File: config.mk
export PLATFORM = sky130hd
export DESIGN_NAME = lcr_ctrl
export DESIGN_NICKNAME = d
export VERILOG_FILES = /design/src/rtl/core/lcr_pkg.sv /design/src/rtl/core/lcr_ctrl.sv
export SDC_FILE = /design/constraint.sdc
export NUM_CORES = 1
export LEC_CHECK = 0
export ABC_CLOCK_PERIOD_IN_PS = 2800
export BUFFER_PORTS_ARGS = -buffer_cell sky130_fd_sc_hd__buf_2
export CORE_AREA = 2 2 39 41
export CTS_CLUSTER_DIAMETER = 60
export CTS_CLUSTER_SIZE = 40
export DETAILED_ROUTE_END_ITERATION = 16
export DIE_AREA = 0 0 41 43
export GPL_TIMING_DRIVEN = 0
export HOLD_SLACK_MARGIN = 0.02
export RECOVER_POWER = 100
export SYNTH_ARGS = -nofsm -noshare
export SYNTH_HDL_FRONTEND = slang
export SYNTH_SLANG_ARGS = --single-unit
File: constraint.sdc
create_clock -name clk_i -period 2.8 [get_ports clk_i]
set_clock_uncertainty 0.05 [all_clocks]
set_input_delay 0.56 -clock clk_i [delete_from_list [all_inputs] [get_ports clk_i]]
set_output_delay 0.56 -clock clk_i [all_outputs]
set_load 0.005 [all_outputs]
File: src/rtl/core/lcr_pkg.sv
// Package with shared types and constants of the LIP cache replacement block.
package lcr_pkg;

  localparam int NUM_SETS_DEF = 64;
  localparam int NUM_WAYS_DEF = 16;

  localparam int STAMP_W     = 64;
  localparam int OP_W        = 2;
  localparam int SET_IN_W    = 6;
  localparam int WAY_IN_W    = 4;
  localparam int IN_TDATA_W  = 16;
  localparam int OUT_TDATA_W = 8;
  localparam int VICTIM_W    = 4;
  localparam int WAY_CMP_W   = 6;

  localparam logic [STAMP_W-1:0] STAMP_MIN = {1'b1, {(STAMP_W-1){1'b0}}};

  typedef enum logic [OP_W-1:0] {
    OP_VICTIM = 2'd0,
    OP_FILL   = 2'd1,
    OP_HIT    = 2'd2
  } op_e;

  typedef enum logic [2:0] {
    ST_CLEAR,
    ST_IDLE,
    ST_SCAN,
    ST_DRAIN,
    ST_FINISH
  } state_e;

  typedef struct packed {
    logic clr_en;
    logic load;
    logic scan_en;
    logic update;
    logic out_load;
  } cmd_t;

  typedef struct packed {
    logic clr_last;
    logic scan_last;
    logic out_free;
    op_e  in_op;
    op_e  op;
  } sts_t;

endpackage

File: src/rtl/core/lcr_ctrl.sv
// Controller state machine that sequences clearing, set scans and updates.
module lcr_ctrl (
  input  logic          clk_i,
  input  logic          rst_ni,
  input  logic          s_axis_tvalid_i,
  output logic          s_axis_tready_o,
  input  lcr_pkg::sts_t sts_i,
  output lcr_pkg::cmd_t cmd_o
);
  import lcr_pkg::*;

  state_e state_q, state_d;

  always_ff @(posedge clk_i or negedge rst_ni) begin
    if (!rst_ni) begin
      state_q <= ST_CLEAR;
    end else begin
      state_q <= state_d;
    end
  end

  always_comb begin
    state_d         = state_q;
    cmd_o           = '0;
    s_axis_tready_o = 1'b0;
    unique case (state_q)
      ST_CLEAR: begin
        cmd_o.clr_en = 1'b1;
        if (sts_i.clr_last) begin
          state_d = ST_IDLE;
        end
      end
      ST_IDLE: begin
        s_axis_tready_o = 1'b1;
        if (s_axis_tvalid_i) begin
          cmd_o.load = 1'b1;
          unique case (sts_i.in_op)
            OP_VICTIM: state_d = ST_SCAN;
            OP_FILL:   state_d = ST_SCAN;
            OP_HIT:    state_d = ST_FINISH;
            default:   state_d = ST_IDLE;
          endcase
        end
      end
      ST_SCAN: begin
        cmd_o.scan_en = 1'b1;
        if (sts_i.scan_last) begin
          state_d = ST_DRAIN;
        end
      end
      ST_DRAIN: begin
        state_d = ST_FINISH;
      end
      ST_FINISH: begin
        unique case (sts_i.op)
          OP_VICTIM: begin
            if (sts_i.out_free) begin
              cmd_o.out_load = 1'b1;
              state_d        = ST_IDLE;
            end
          end
          OP_FILL, OP_HIT: begin
            cmd_o.update = 1'b1;
            state_d      = ST_IDLE;
          end
          default: state_d = ST_IDLE;
        endcase
      end
      default: state_d = ST_IDLE;
    endcase
  end

endmodule

==> summary.md <==
| Metric | Value |
|---|---|
| R2r worst-path depth | 3 |
| Ys Warns | 0 |
| Min cycle time layout | 1.94 ns |
| Max Cap Viol | 0 |
| GR Overflow Total | 0 |
| Sum of negative setup slack | 0 ns |
| Mapped cell area | between 200 and 250 µm² |
| PwrDens | 857 nW/µm² |
| Max Slew Vio Count | 0 |
| CP Data Required Time | 2.19 ns |
| Area of the core | about 1400 µm² |
| Met2 Routed Length | 239 µm |
| Footprint of the multi-input gates | about 150 µm² |
| Part of the power in combinational logic | 0.417 |
| RSZ-0062 raised after global routing | false |
| Syn_nets | 38 |
| CTS Hold Bufs | 0 |
| Final setup violation count | 0 |
| Area Overhead vs Synth | 48.4% |
| Clk Tree Root Cell | clkbuf_4 |
| Clock power frac | 0.251 |
| Latest clock arrival within the worst-skew pair | about 0.23 ns |
| Reg2reg start | state_q[1] |
| Via Count | between 200 and 300 |
| Routed wire per std cell | between 9 and 10 µm |
| Final Cycle Share | 0.694 |
| Leading registers by flop count | state_q (3) |
| H-tree depth | 1 |
| Die area | 1760 µm² |
| Worst Setup Path Type | in2out |
| Dominant cell type by area after synthesis | dfrtp_1 |
| Drt pass-1 iters | 4 |
| Largest net degree at the start of global routing | 9 |
| Final ANT Viol Nets | 0 |
| Synth top area share | 0.313 |
| All-Layer GR Usage | 0.0867 |
| Slew Limit Headroom | 0.836 |
| Pleak | ~0.18 nW |
| CTS buffer count | 3 |
| Row Count | 14 |
| Peak supply drop | about 220 µV |
| Worst slew pin tran | around 0.25 ns |
| Hold_ws | 0.0675 ns |
| P_int | roughly 0.19 mW |
| Resize count post-CTS | 0 |
| Drt drc | 0 |
| DR WL met3 | around 71 µm |
| Nets | 58 |
| Vias per inst | about 4.5 |
| Sequential cell area | between 70 and 80 µm² |
| Reg-to-reg endpoint | state_q[1] |
| Fmax achieved | about 510 MHz |
| Hold Crit Class | in2async |
| Fillers | about 170 |
| Setup crit start kind | input port |
| Worst Path Arrival | 1.33 ns |
| Num Clock Sinks | 3 |
| Ports | 16 |
| Postcts setup bufs | 0 |
| Endpoints failing hold | 0 |
| Clock Path Buffers | 2 |
| CP Capture Type | output pin |
| Count of cell types in the netlist | 18 |
| Worst-path maximum fanout | 2 |
| DRT iter0 DRCs | 4 |
| Sw frac | 0.373 |
| Clock transition at path regs | approximately 0.04 ns |
| Die Width | about 41 µm |
| Post-synthesis sequential area ratio | 0.313 |
| First-pass GRT wire length | between 800 and 900 µm |
| Register-to-register setup slack | around 1.5 ns |
| Top routing layer used | met4 |
| Flops & latches, synth | 3 |
| Initial Util | 0.174 |
| N_diodes | 0 |
| Buffers on Ports | 15 |
| Avg Inst Size Synth | between 8 and 9 µm² |
| Gate Count Post-Synth | 27 |
| Switching pwr | ~0.11 mW |
| Initial antenna violation count | 0 |
| DP HPWL | approximately 430 µm |
| WL final | around 570 µm |
| M1 WL | roughly 210 µm |
| Sequential share of power | 0.332 |
| Die Y | ~43 µm |
| Vias in the first global route | about 240 |
| Status | finished, final reports clean |
| CTS tree | built |
| Share of cells above drive strength 1 | 0.370 |
| Max FFs per register | 3 |
| Largest Register | state_q |
| Placer Congestion | 0.754 |
| Synth top area cells | dfrtp_1 31%, and4bb_2 10%, or2b_1 6.3% |
==> layout by cell type, fill, tap and decap left out <==
master,count
clkbuf_1,5
buf_2,10
ha_1,1
o21ai_0,1
inv_1,3
o31a_1,1
clkbuf_2,1
nand2_1,1
dfrtp_1,3
and2_1,2
nand2b_1,2
or2b_1,2
or3b_1,1
a21oi_2,1
mux2i_1,1
nor3_1,1
nor2_1,2
and4bb_2,2
nor3b_1,1
clkbuf_4,3
a21oi_1,1
a31oi_1,1
==> cell families after synthesis <==
logic type / Yosys count / share of synthesized area
compound gates: 5 / 0.141
fa+ha+maj: 1 / 0.0521
buf+inv: 3 / 0.0469
flops: 3 / 0.312
mux: 1 / 0.0417
simple gates: 14 / 0.406
==> per-stage QoR <==
| stage | setup WS [ns] | std cells | total power, mW | area, µm² | utilization |
|---|---|---|---|---|---|
| CTS | 0.844 | 62 | 0.314 | 362 | 0.261 |
| finish | 0.856 | 62 | 0.305 | 357 | 0.258 |
| global route | 0.805 | 62 | 0.332 | 357 | 0.258 |
| floorplan | 1.07 | 27 | 0.177 | 240 | - |
| detailed placement | 0.853 | 58 | 0.234 | 335 | 0.242 |
| global placement | 0.862 | 58 | 0.231 | 335 | 0.242 |
==> worst max path at each step <==
| stage | endpoint | cells after the start | start |
|---|---|---|---|
| CTS | cmd_o[0] | 6 | sts_i[0] |
| finish | cmd_o[0] | 6 | sts_i[0] |
| global route | cmd_o[0] | 6 | sts_i[0] |
| detailed placement | cmd_o[0] | 6 | sts_i[0] |
| global placement | cmd_o[0] | 6 | sts_i[0] |
| floorplan | cmd_o[0] | 4 | sts_i[0] |
==> layout make-up <==
type	instances	share of cell area
clock buffer	4	0.0737
inverter	3	0.0316
multi-input combinational	21	0.432
sequential	3	0.211
tap	16	0.0561
timing repair buffer	15	0.196
==> critical path, stage by stage <==
cell and delay (ns):
buf_2 0.07, inv_1 0.03, ha_1 0.18, and4bb_2 0.22, and2_1 0.15, buf_2 0.12
==> synthesized netlist by cell type (all sizes together) <==
cell    instances
inv             3
o21ai           1
or3b            1
nand2b          2
nand2           1
nor2            2
and2            2
or2b            2
a31oi           1
mux2i           1
a21oi           2
nor3b           1
ha              1
o31a            1
dfrtp           3
and4bb          2
nor3            1
==> layer usage <==
layer,global-route usage,vias up
li1,-,131
met1,0.0749,123
met2,0.113,18
met3,0.0314,4
met4,0.140,0
met5,0,-
==> power groups by stage <==
stage	clock network [mW]	registers (mW)	logic, mW
3_3_place_gp	0	0.102	0.129
6_report	0.0767	0.101	0.127
5_1_grt	0.0797	0.110	0.143
4_1_cts	0.0801	0.103	0.132
2_1_floorplan	0	0.0906	0.0861
3_5_place_dp	0	0.103	0.131
(Power assumes the default switching activity.)
